--- src/design/pcm_fade_volume_stereo_pack_defines.svh ---
// assertion macros for the pcm fade volume block
`ifndef PCM_FADE_VOLUME_STEREO_PACK_DEFINES_SVH
`define PCM_FADE_VOLUME_STEREO_PACK_DEFINES_SVH

// same-cycle implication
`define PFV_ASSERT_IMP(lbl, ante, cons) \
    lbl: assert property (@(posedge aclk) disable iff (!aresetn) (ante) |-> (cons)) \
        else $error("pfv assertion failed");

// next-cycle implication
`define PFV_ASSERT_NXT(lbl, ante, cons) \
    lbl: assert property (@(posedge aclk) disable iff (!aresetn) (ante) |=> (cons)) \
        else $error("pfv assertion failed");

`endif

--- src/design/pfv_pkg.sv ---
// shared widths and constants for the pcm fade volume block
package pfv_pkg;

    localparam int SAMPLE_W = 16;
    localparam int POS_W    = 24;
    localparam int FADE_W   = 12;
    localparam int VOL_W    = 16;
    localparam int PROD_W   = 33;
    localparam int DIV_STEPS = 16;
    localparam int DIV_CNT_W = $clog2(DIV_STEPS + 1);

    localparam logic [1:0] REG_CLIP_LENGTH = 2'd0;
    localparam logic [1:0] REG_FADE_LEN    = 2'd1;
    localparam logic [1:0] REG_VOLUME      = 2'd2;

    localparam logic [POS_W-1:0]    CLIP_LENGTH_RST = '0;
    localparam logic [FADE_W-1:0]   FADE_LEN_RST    = 12'd110;
    localparam logic [VOL_W-1:0]    VOLUME_RST      = 16'd256;

    localparam logic [SAMPLE_W-1:0] SAT_POS = 16'h7fff;
    localparam logic [SAMPLE_W-1:0] SAT_NEG = 16'h8000;

    typedef struct packed {
        logic start;
        logic done;
    } pfv_div_ctl_t;

endpackage

--- src/design/pfv_div.sv ---
// serial restoring divider for the fade ramp, truncating toward zero
module pfv_div (
    input  logic                                aclk,
    input  logic                                aresetn,
    input  logic                                start,
    input  logic signed [pfv_pkg::PROD_W-1:0]   dividend,
    input  logic        [pfv_pkg::FADE_W-1:0]   divisor,
    output logic                                done,
    output logic signed [pfv_pkg::SAMPLE_W-1:0] quotient
);

    logic [pfv_pkg::DIV_CNT_W-1:0]  cnt_reg;
    logic                           done_reg;
    logic                           neg_reg;
    logic [pfv_pkg::FADE_W-1:0]     rem_reg;
    logic [pfv_pkg::SAMPLE_W-1:0]   q_reg;
    logic [pfv_pkg::PROD_W-1:0]     mag;
    logic [pfv_pkg::FADE_W:0]       trial;
    logic                           ge;
    logic [pfv_pkg::FADE_W:0]       diff;

    assign mag   = dividend[pfv_pkg::PROD_W-1] ? (~dividend + 1'b1) : dividend;
    assign trial = {rem_reg, q_reg[pfv_pkg::SAMPLE_W-1]};
    assign ge    = trial >= {1'b0, divisor};
    assign diff  = trial - {1'b0, divisor};

    always_ff @(posedge aclk) begin
        if (!aresetn) begin
            cnt_reg  <= '0;
            done_reg <= 1'b0;
        end else begin
            done_reg <= 1'b0;
            if (start) begin
                cnt_reg <= pfv_pkg::DIV_CNT_W'(pfv_pkg::DIV_STEPS);
                neg_reg <= dividend[pfv_pkg::PROD_W-1];
                rem_reg <= {1'b0, mag[26:pfv_pkg::SAMPLE_W]};
                q_reg   <= mag[pfv_pkg::SAMPLE_W-1:0];
            end else if (cnt_reg != '0) begin
                rem_reg <= ge ? diff[pfv_pkg::FADE_W-1:0] : trial[pfv_pkg::FADE_W-1:0];
                q_reg   <= {q_reg[pfv_pkg::SAMPLE_W-2:0], ge};
                cnt_reg <= cnt_reg - 1'b1;
                if (cnt_reg == pfv_pkg::DIV_CNT_W'(1)) begin
                    done_reg <= 1'b1;
                end
            end
        end
    end

    assign done     = done_reg;
    assign quotient = neg_reg ? $signed(~q_reg + 1'b1) : $signed(q_reg);

endmodule

--- src/design/pcm_fade_volume_stereo_pack.sv ---
// Fades a mono pcm clip in and out, applies a Q8 volume with saturation and
// packs the result into a stereo frame. Each transaction is handled alone: an
// accepted sample is range checked, faded by a multiply and a 16-step serial
// divider inside a ramp, scaled by the volume, and zeroed past the clip.
// One shared 16x17 multiplier serves both the ramp scale and the volume. The
// result register lets the next sample enter while a frame waits to be taken.
`include "pcm_fade_volume_stereo_pack_defines.svh"

module pcm_fade_volume_stereo_pack (
    input  logic        aclk,
    input  logic        aresetn,
    input  logic        s_tvalid,
    output logic        s_tready,
    input  logic [15:0] s_tdata,   // sample
    input  logic        s_tuser,   // start_req
    output logic        m_tvalid,
    input  logic        m_tready,
    output logic [31:0] m_tdata,   // frame
    output logic        m_tuser,   // in_clip
    output logic        m_tlast,
    input  logic        cfg_wen,
    input  logic [1:0]  cfg_index,
    input  logic [23:0] cfg_wdata
);

    typedef enum logic [2:0] {
        ST_IDLE,
        ST_CHECK,
        ST_MUL_FADE,
        ST_DIV_GO,
        ST_DIV_WAIT,
        ST_MUL_VOL,
        ST_FIN
    } state_t;

    state_t                                 state_reg;
    logic [pfv_pkg::POS_W-1:0]              clip_reg;
    logic [pfv_pkg::FADE_W-1:0]             fade_reg;
    logic [pfv_pkg::VOL_W-1:0]              vol_reg;
    logic [pfv_pkg::POS_W-1:0]              pos_reg;
    logic signed [pfv_pkg::SAMPLE_W-1:0]    sample_reg;
    logic [pfv_pkg::FADE_W-1:0]             fac_reg;
    logic signed [pfv_pkg::PROD_W-1:0]      prod_reg;
    logic                                   inside_reg;
    logic                                   m_tvalid_reg;
    logic [31:0]                            m_tdata_reg;
    logic                                   m_tuser_reg;
    logic                                   m_tlast_reg;

    logic                                   s_accept;
    logic                                   out_free;
    logic [pfv_pkg::POS_W-1:0]              remain;
    logic                                   in_range;
    logic                                   head;
    logic                                   tail;
    logic [pfv_pkg::POS_W-1:0]              pos_inc;
    logic signed [16:0]                     mul_b;
    logic signed [pfv_pkg::PROD_W-1:0]      mul_p;
    logic [24:0]                            y_full;
    logic                                   y_fits;
    logic [pfv_pkg::SAMPLE_W-1:0]           y_sat;
    logic [pfv_pkg::SAMPLE_W-1:0]           y_out;
    pfv_pkg::pfv_div_ctl_t                  div_ctl;
    logic signed [pfv_pkg::SAMPLE_W-1:0]    div_q;

    assign s_tready = (state_reg == ST_IDLE);
    assign s_accept = s_tvalid && s_tready;
    assign out_free = !m_tvalid_reg || m_tready;

    assign remain   = clip_reg - pos_reg;
    assign in_range = pos_reg < clip_reg;
    assign head     = pos_reg < {{(pfv_pkg::POS_W-pfv_pkg::FADE_W){1'b0}}, fade_reg};
    assign tail     = remain < {{(pfv_pkg::POS_W-pfv_pkg::FADE_W){1'b0}}, fade_reg};
    assign pos_inc  = pos_reg + 1'b1;

    assign mul_b = (state_reg == ST_MUL_FADE) ? $signed({5'b0, fac_reg})
                                              : $signed({1'b0, vol_reg});
    assign mul_p = sample_reg * mul_b;

    assign y_full = prod_reg[pfv_pkg::PROD_W-1:8];
    assign y_fits = (&y_full[24:15]) || !(|y_full[24:15]);
    assign y_sat  = y_fits ? y_full[15:0] : (y_full[24] ? pfv_pkg::SAT_NEG : pfv_pkg::SAT_POS);
    assign y_out  = inside_reg ? y_sat : '0;

    assign div_ctl.start = (state_reg == ST_DIV_GO);

    pfv_div u_div (
        .aclk     (aclk),
        .aresetn  (aresetn),
        .start    (div_ctl.start),
        .dividend (prod_reg),
        .divisor  (fade_reg),
        .done     (div_ctl.done),
        .quotient (div_q)
    );

    always_ff @(posedge aclk) begin
        if (!aresetn) begin
            clip_reg <= pfv_pkg::CLIP_LENGTH_RST;
            fade_reg <= pfv_pkg::FADE_LEN_RST;
            vol_reg  <= pfv_pkg::VOLUME_RST;
        end else if (cfg_wen) begin
            unique case (cfg_index)
                pfv_pkg::REG_CLIP_LENGTH: clip_reg <= cfg_wdata;
                pfv_pkg::REG_FADE_LEN:    fade_reg <= cfg_wdata[pfv_pkg::FADE_W-1:0];
                pfv_pkg::REG_VOLUME:      vol_reg  <= cfg_wdata[pfv_pkg::VOL_W-1:0];
                default: ;
            endcase
        end
    end

    always_ff @(posedge aclk) begin
        if (!aresetn) begin
            state_reg    <= ST_IDLE;
            pos_reg      <= '0;
            m_tvalid_reg <= 1'b0;
        end else begin
            if (m_tvalid_reg && m_tready && (state_reg != ST_FIN)) begin
                m_tvalid_reg <= 1'b0;
            end
            unique case (state_reg)
                ST_IDLE: begin
                    if (s_accept) begin
                        sample_reg <= $signed(s_tdata);
                        if (s_tuser) begin
                            pos_reg <= '0;
                        end
                        state_reg <= ST_CHECK;
                    end
                end
                ST_CHECK: begin
                    inside_reg <= in_range;
                    fac_reg    <= head ? pos_reg[pfv_pkg::FADE_W-1:0]
                                       : remain[pfv_pkg::FADE_W-1:0];
                    if (!in_range) begin
                        state_reg <= ST_FIN;
                    end else if (head || tail) begin
                        state_reg <= ST_MUL_FADE;
                    end else begin
                        state_reg <= ST_MUL_VOL;
                    end
                end
                ST_MUL_FADE: begin
                    prod_reg  <= mul_p;
                    state_reg <= ST_DIV_GO;
                end
                ST_DIV_GO: begin
                    state_reg <= ST_DIV_WAIT;
                end
                ST_DIV_WAIT: begin
                    if (div_ctl.done) begin
                        sample_reg <= div_q;
                        state_reg  <= ST_MUL_VOL;
                    end
                end
                ST_MUL_VOL: begin
                    prod_reg  <= mul_p;
                    state_reg <= ST_FIN;
                end
                ST_FIN: begin
                    if (out_free) begin
                        m_tvalid_reg <= 1'b1;
                        m_tdata_reg  <= {y_out, y_out};
                        m_tuser_reg  <= inside_reg;
                        m_tlast_reg  <= inside_reg && (pos_inc >= clip_reg);
                        if (inside_reg) begin
                            pos_reg <= pos_inc;
                        end
                        state_reg <= ST_IDLE;
                    end
                end
                default: state_reg <= ST_IDLE;
            endcase
        end
    end

    assign m_tvalid = m_tvalid_reg;
    assign m_tdata  = m_tdata_reg;
    assign m_tuser  = m_tuser_reg;
    assign m_tlast  = m_tlast_reg;

    `PFV_ASSERT_NXT(a_accept_checks, s_accept, state_reg == ST_CHECK)
    `PFV_ASSERT_IMP(a_div_done_waited, div_ctl.done, state_reg == ST_DIV_WAIT)
    `PFV_ASSERT_IMP(a_stereo_dup, m_tvalid, m_tdata[31:16] == m_tdata[15:0])
    `PFV_ASSERT_IMP(a_silence, m_tvalid && !m_tuser, m_tdata == 32'd0 && !m_tlast)

endmodule

--- config.mk ---
export PLATFORM = sky130hd
export DESIGN_NAME = pcm_fade_volume_stereo_pack
export DESIGN_NICKNAME = d
export VERILOG_FILES = /design/src/design/pfv_pkg.sv /design/src/design/pfv_div.sv /design/src/design/pcm_fade_volume_stereo_pack.sv
export VERILOG_INCLUDE_DIRS = /design/src /design/src/design
export SDC_FILE = /design/constraint.sdc
export NUM_CORES = 1
export LEC_CHECK = 0
export BUFFER_PORTS_ARGS = -buffer_cell sky130_fd_sc_hd__buf_2
export CAP_MARGIN = 10
export CORE_MARGIN = 2
export CORE_UTILIZATION = 32
export CTS_CLUSTER_SIZE = 20
export DETAILED_ROUTE_END_ITERATION = 8
export HOLD_SLACK_MARGIN = 0.12
export PLACE_DENSITY_LB_ADDON = 0.2
export REMOVE_ABC_BUFFERS = 1
export SKIP_LAST_GASP = 1
export SLEW_MARGIN = 20
export SYNTH_ARGS = -nofsm -noshare
export SYNTH_HDL_FRONTEND = slang
export SYNTH_SLANG_ARGS = --single-unit
--- constraint.sdc ---
create_clock -name aclk -period 8.7 [get_ports aclk]
set_input_delay 1.74 -clock aclk [delete_from_list [all_inputs] [get_ports aclk]]
set_output_delay 1.74 -clock aclk [all_outputs]
set_load 0.005 [all_outputs]
# Word-level counts from Yosys, hierarchy flattened
# Index checks and enable logic that the tools add are counted.
# W data, S select, Z words.
# totals
reg_bits	211
inputBits	48
out_inout_bits	36
wordCells	114
# classes
addsub	6
multipliers	1
n_lt_le_gt_ge	5
eq_ne	15
n_mux	32
bitwise_logic	4
reduce_logical	31
# op_table
cell	n
$mux W16	9
$mux W24	4
$lt A24 B12 Y1	2
$pmux W24 S2	1
$mux W12	3
$mul A16 B17 Y33	1
$pmux W16 S2	1
$add A27 B1 Y27 const B	1
$mux W27	1
$not A27 Y27	1
$add A24 B1 Y24 const B	1
$ge A24 B24 Y1	1
$lt A24 B24 Y1	1
$sub A24 B24 Y24	1
$pmux W3 S7	1
$add A16 B1 Y16 const B	1
$not A16 Y16	1
$mux W3	5
$reduce_and A2 Y1	7
$ge A13 B12 Y1	1
$sub A12 B12 Y12	1
$mux W11	1
$mux W5	2
$reduce_and A10 Y1	1
25 further kinds	45

# Longest topological paths before layout
# logic_depth
depth_word	6
depth_mapped	29
ltp_nobuf	25

# Cells and area by module
# From an unflattened synthesis, not the netlist that was laid out.
# unflattened
cells_unflattened	2368
area_unflattened_um2	21215.3
# modules_own_cells
module	n_inst	cells_per_inst	area_each_um2	seq_area_each_um2
pcm_fade_volume_stereo_pack	1	2020	18183.7	4003.8
pfv_div	1	348	3031.7	991.0

# Worst setup path after synthesis
# No wires, ideal clock.
# synth_path
path_kind	register to register
from	register state_reg[0]
to	register prod_reg[28] (netlist bit) (data pin)
setup_time_ns	0.266
t_arrival_ns	7.409
required_ns	8.434
path_slack_ns	1.025
stages_incl_launch_ff	27
path_buffers	2
synth_period_minus_slack_ns	7.675
cell_sequence	dfxtp_1 buf_6 or2b_2 nor2_1 clkbuf_1 mux2_2 and2_1 fa_1 inv_1 fa_1 fa_1 inv_1 fa_1 fa_1 inv_1 fa_1 inv_1 ha_1 a21o_1 a21o_1 a21oi_1 or4b_1 o211ai_1 a21oi_1 nor3b_1 o221ai_1 xor2_1
# synth_via
elab_chain_cells	3
# synth_lines
item	line	text
start: declaration	pcm_fade_volume_stereo_pack.sv:36	state_t state_reg;
start signal: assignment	pcm_fade_volume_stereo_pack.sv:114	state_reg <= ST_IDLE;
start signal: assignment	pcm_fade_volume_stereo_pack.sv:128	state_reg <= ST_CHECK;
start signal: assignment	pcm_fade_volume_stereo_pack.sv:136	state_reg <= ST_FIN;
$eq A3 B2 Y1	pcm_fade_volume_stereo_pack.sv:76	assign mul_b = (state_reg == ST_MUL_FADE) ? $signed({5'b0, fac_reg})
$mux W16	pcm_fade_volume_stereo_pack.sv:76	
$mul A16 B17 Y33	pcm_fade_volume_stereo_pack.sv:78	assign mul_p = sample_reg * mul_b;
net mul_p (one bit)	pcm_fade_volume_stereo_pack.sv:58	logic signed [pfv_pkg::PROD_W-1:0] mul_p;
end signal: assignment	pcm_fade_volume_stereo_pack.sv:144	prod_reg <= mul_p;
end signal: assignment	pcm_fade_volume_stereo_pack.sv:157	prod_reg <= mul_p;
end: declaration	pcm_fade_volume_stereo_pack.sv:43	logic signed [pfv_pkg::PROD_W-1:0] prod_reg;
# The timed path passes the listed nets, and every way through them passes these cells.
# A chain may end at the register's enable or synchronous reset.

# Final worst setup path
# Same ends and word-level chain as after synthesis.

==> key figures <==
Outcome
  • Status: completed

Synth
  • Post-synth cell types: 81
  • Syn avg cell area: 8.83 sq um
  • Yosys warnings: 0
  • Compound-cell area share of the yosys netlist: between 10% and 20%
  • Sequential area share after synthesis: 23.8%
  • Simple-Gate Fraction of Synth Area: 17.4%
  • Number of flops mapped to enable cells by yosys: 109
  • Xor and xnor area share after synthesis: 4.63%
  • Mapped Area: roughly 0.021 sq mm
  • Seq cells post-synth: 195
  • Mux cell area share after synthesis: about 2%
  • Synth Area in Adders: 31.2%
  • Top FF cell, synth: edfxtp_1
  • FFs w/ async S/R, synth: 0%
  • Combinational family with the most area after synthesis: adder cells
  • Gate Count Post-Synth: 2,375

Final layout
  • Final net count: roughly 2.8k
  • Layout cell share with drive strength beyond 1: 7.85%
  • Synthesis-to-layout area growth: 8.26%
  • Multi-input gate area: 0.0143 sq mm
  • Max FFs per register: 33
  • Filler cells: 6,732
  • Reg area: ~0.005 sq mm

Global route
  • First-pass GRT wire length: 96,100 microns
  • GR peak layer: met2
  • GR Util All Layers: 18.4%
  • Initial antenna violation count: 2
  • Largest net degree at the start of global routing: 76
  • Global route overflow: 0
  • Vias in the first global route: 16.4k
  • Met3 Usage GRT: 2.33%
  • Global routing usage on met2: 30.3%
  • Met1 Usage GRT: between 20% and 30%

Route
  • Via count: between 15k and 20k
  • Initial DRT Pass Iterations: 6
  • WL final: 60,500 microns
  • Detail Route Antenna Nets: 0
  • Iteration-0 DRC Markers: 1,032
  • # DRC: 0
  • WL/cell: 18.6 microns
  • Via/cell ratio: 4.98

Floorplanning
  • Die Span X: 260 microns
  • Rows: 93
  • Die height: 260 microns
  • Core ar.: 0.0647 sq mm
  • I/O Pins: 84
  • Starting density of the core: 32.4%
  • Die footprint: 0.0676 sq mm

STA
  • Final hold vios: 0
  • Layout Skew: ~0.017 ns
  • Final min period: around 8.1 ns
  • Pins Over Slew Limit: 0
  • RSZ-0062 raised after global routing: no
  • Final Cycle Share: between 90% and 100%
  • Fmax: 124 MHz
  • Final setup fails: 0
  • Setup slack after layout: 0.641 ns
  • Worst Tran Pin Value: 1.06 ns
  • TNS Setup: 0 ns
  • Rel. slew slack: 29.2%

Critical path
  • WP data required: 8.90 ns
  • Slowest stage delay, CP: 0.55 ns
  • Crit path DAT: 8.26 ns
  • CP Launch Type: flip-flop
  • Maximum net fanout on the critical path: 17
  • Crit. End Element: flip-flop
  • Worst path most repeated cell: fa_1
  • Critical path class: flip-flop to flip-flop
  • Register-to-Register Path Depth: 25
  • Critical-path top delay cell: fa_1

Power and ir drop
  • Power per cell area: 255 mW/mm^2
  • Leakage: 9.98 nW
  • VDD IR max: just over 0.2 mV

Worst hold path
  • Hold path depth: 2
  • Type of the worst min-delay path: flip-flop to flip-flop

Place
  • Port bufs: 83
  • Gp weighted congestion: ~0.89
  • Place WS: between 0.6 and 0.7 ns
  • Detailed placer's ending HPWL: 48,100 microns

Clock tree
  • Post-CTS Resized: 0
  • Clk buf depth: 2
  • Post-CTS Hold Buffers: 0
  • Sinks on Clock Net: slightly below 200
  • TritonCTS Buffers: 17
  • CTS tree: built
  • Root Buffer: clkbuf_16
  • Worst skew pair latency: 0.47 ns
  • Setup bufs post-CTS: 0
  • CTS H-tree lvls: 4
  • CTS clock-pin slew for the worst setup and hold paths: approximately 0.07 ns

Job
  • Number of max-cap violations: 0
-- per-stage QoR --
| step | area, sq um | total power, W | util, % | instances | hold WS, ns |
|---|---|---|---|---|---|
| final | 22700 | 0.00579 | 35.1 | 3251 | 0.459 |
| after global routing | 22700 | 0.00636 | 35.1 | 3250 | 0.475 |
| after CTS | 22700 | 0.00588 | 35.1 | 3250 | 0.461 |
| after detailed placement | 22100 | 0.00504 | 34.2 | 3218 | 0.450 |
| after global placement | 22100 | 0.00505 | 34.2 | 3218 | 0.447 |
| after floorplan | 20400 | 0.00393 | - | 2260 | 0.432 |
-- power by group --
| part | internal (W) | leakage (nW) | total [W] | switching, W |
|---|---|---|---|---|
| logic | 0.00141 | 7.98 | 0.00354 | 0.00213 |
| clock network | 0.000423 | 0.287 | 0.000793 | 0.000370 |
| registers | 0.00127 | 1.71 | 0.00146 | 0.000190 |
-- cell families (layout without fill, tap and decap cells) --
kind of cell    after synthesis  count (layout)
other cells                   0               1
buf+inv                     442             462
flops                       195             195
simple gates                753             753
xor+xnor                    111             111
fa+ha+maj                   406             406
compound gates              428             428
mux                          40              40
-- cells in the final DEF (no fill, tap or decap), types with 22 or more instances in the layout --
cell / instances
a21o_1: 23
a21oi_1: 180
and2_1: 117
buf_2: 83
dfxtp_1: 86
edfxtp_1: 109
fa_1: 196
ha_1: 210
inv_1: 328
mux2_2: 22
nand2_1: 311
nand2b_1: 23
nand3_1: 29
nor2_1: 119
nor2b_1: 31
nor3_1: 22
o21ai_0: 93
xnor2_1: 72
xor2_1: 39
-- cells in the mapped netlist (all sizes together) (9+ instances only) --
master | count | area share, %
nor3 | 23 | 0.55
ha | 210 | 13
edfxtp | 109 | 16
a22oi | 9 | 0.32
nor2 | 121 | 2.2
and2 | 117 | 3.5
mux2 | 22 | 1.2
dfxtp | 86 | 8.2
fa | 196 | 19
or3 | 11 | 0.33
buf | 31 | 1.1
nand3b | 9 | 0.32
o21bai | 12 | 0.43
o21a | 10 | 0.36
clkbuf | 84 | 1.5
xnor2 | 72 | 3.0
a211oi | 11 | 0.42
a31oi | 9 | 0.27
nor2b | 31 | 0.92
o31ai | 17 | 0.61
nor4 | 17 | 0.54
a21oi | 180 | 4.3
inv | 327 | 5.8
nand3 | 30 | 0.74
mux2i | 18 | 0.86
o21ai | 97 | 2.3
a21o | 24 | 0.86
xor2 | 39 | 1.6
nand2 | 312 | 5.6
nand4 | 18 | 0.54
nand2b | 23 | 0.69
o211ai | 10 | 0.36
-- worst max-delay path: cells and delay by family (launching register included) --
kind / cells / cell delay, ns
fa+ha+maj: 7 / 3.39
compound gates: 6 / 1.23
simple gates: 5 / 1.54
xor+xnor: 1 / 0.17
mux: 1 / 0.54
flops: 1 / 0.41
buf+inv: 5 / 0.47
-- final cells by class --
cell class                 count  share of cell area (%)
clock inverter                 7                   0.204
sequential                   195                    22.0
multi-input combinational   1738                    62.9
clock buffer                  25                    2.32
inverter                     327                    5.40
timing repair buffer         103                    2.49
tap                          855                    4.71
antenna                        1                  0.0110
-- routing by layer --
| layer | wire (microns) | part of all wire (%) | up-vias |
|---|---|---|---|
| met3 | 1990 | 3.3 | 71 |
| met2 | 28500 | 47 | 295 |
| met1 | 28500 | 47 | 7936 |
| met5 | 0 | 0 | - |
| met4 | 1460 | 2.4 | 0 |
| li1 | - | - | 7873 |
-- path summary, 6_finish.rpt --
path | start | to | slack [ns]
setup reg to reg | state_reg[0]$_SDFFE_PN0P_ | prod_reg[28]$_DFFE_PP_ | 0.64
hold reg to reg | fade_reg[8]$_SDFFE_PN0P_ | fade_reg[8]$_SDFFE_PN0P_ | 0.46
setup / recovery | state_reg[0]$_SDFFE_PN0P_ | prod_reg[28]$_DFFE_PP_ | 0.64
hold / removal | fade_reg[8]$_SDFFE_PN0P_ | fade_reg[8]$_SDFFE_PN0P_ | 0.46
No activity file was read; power rests on OpenSTA's default activity.
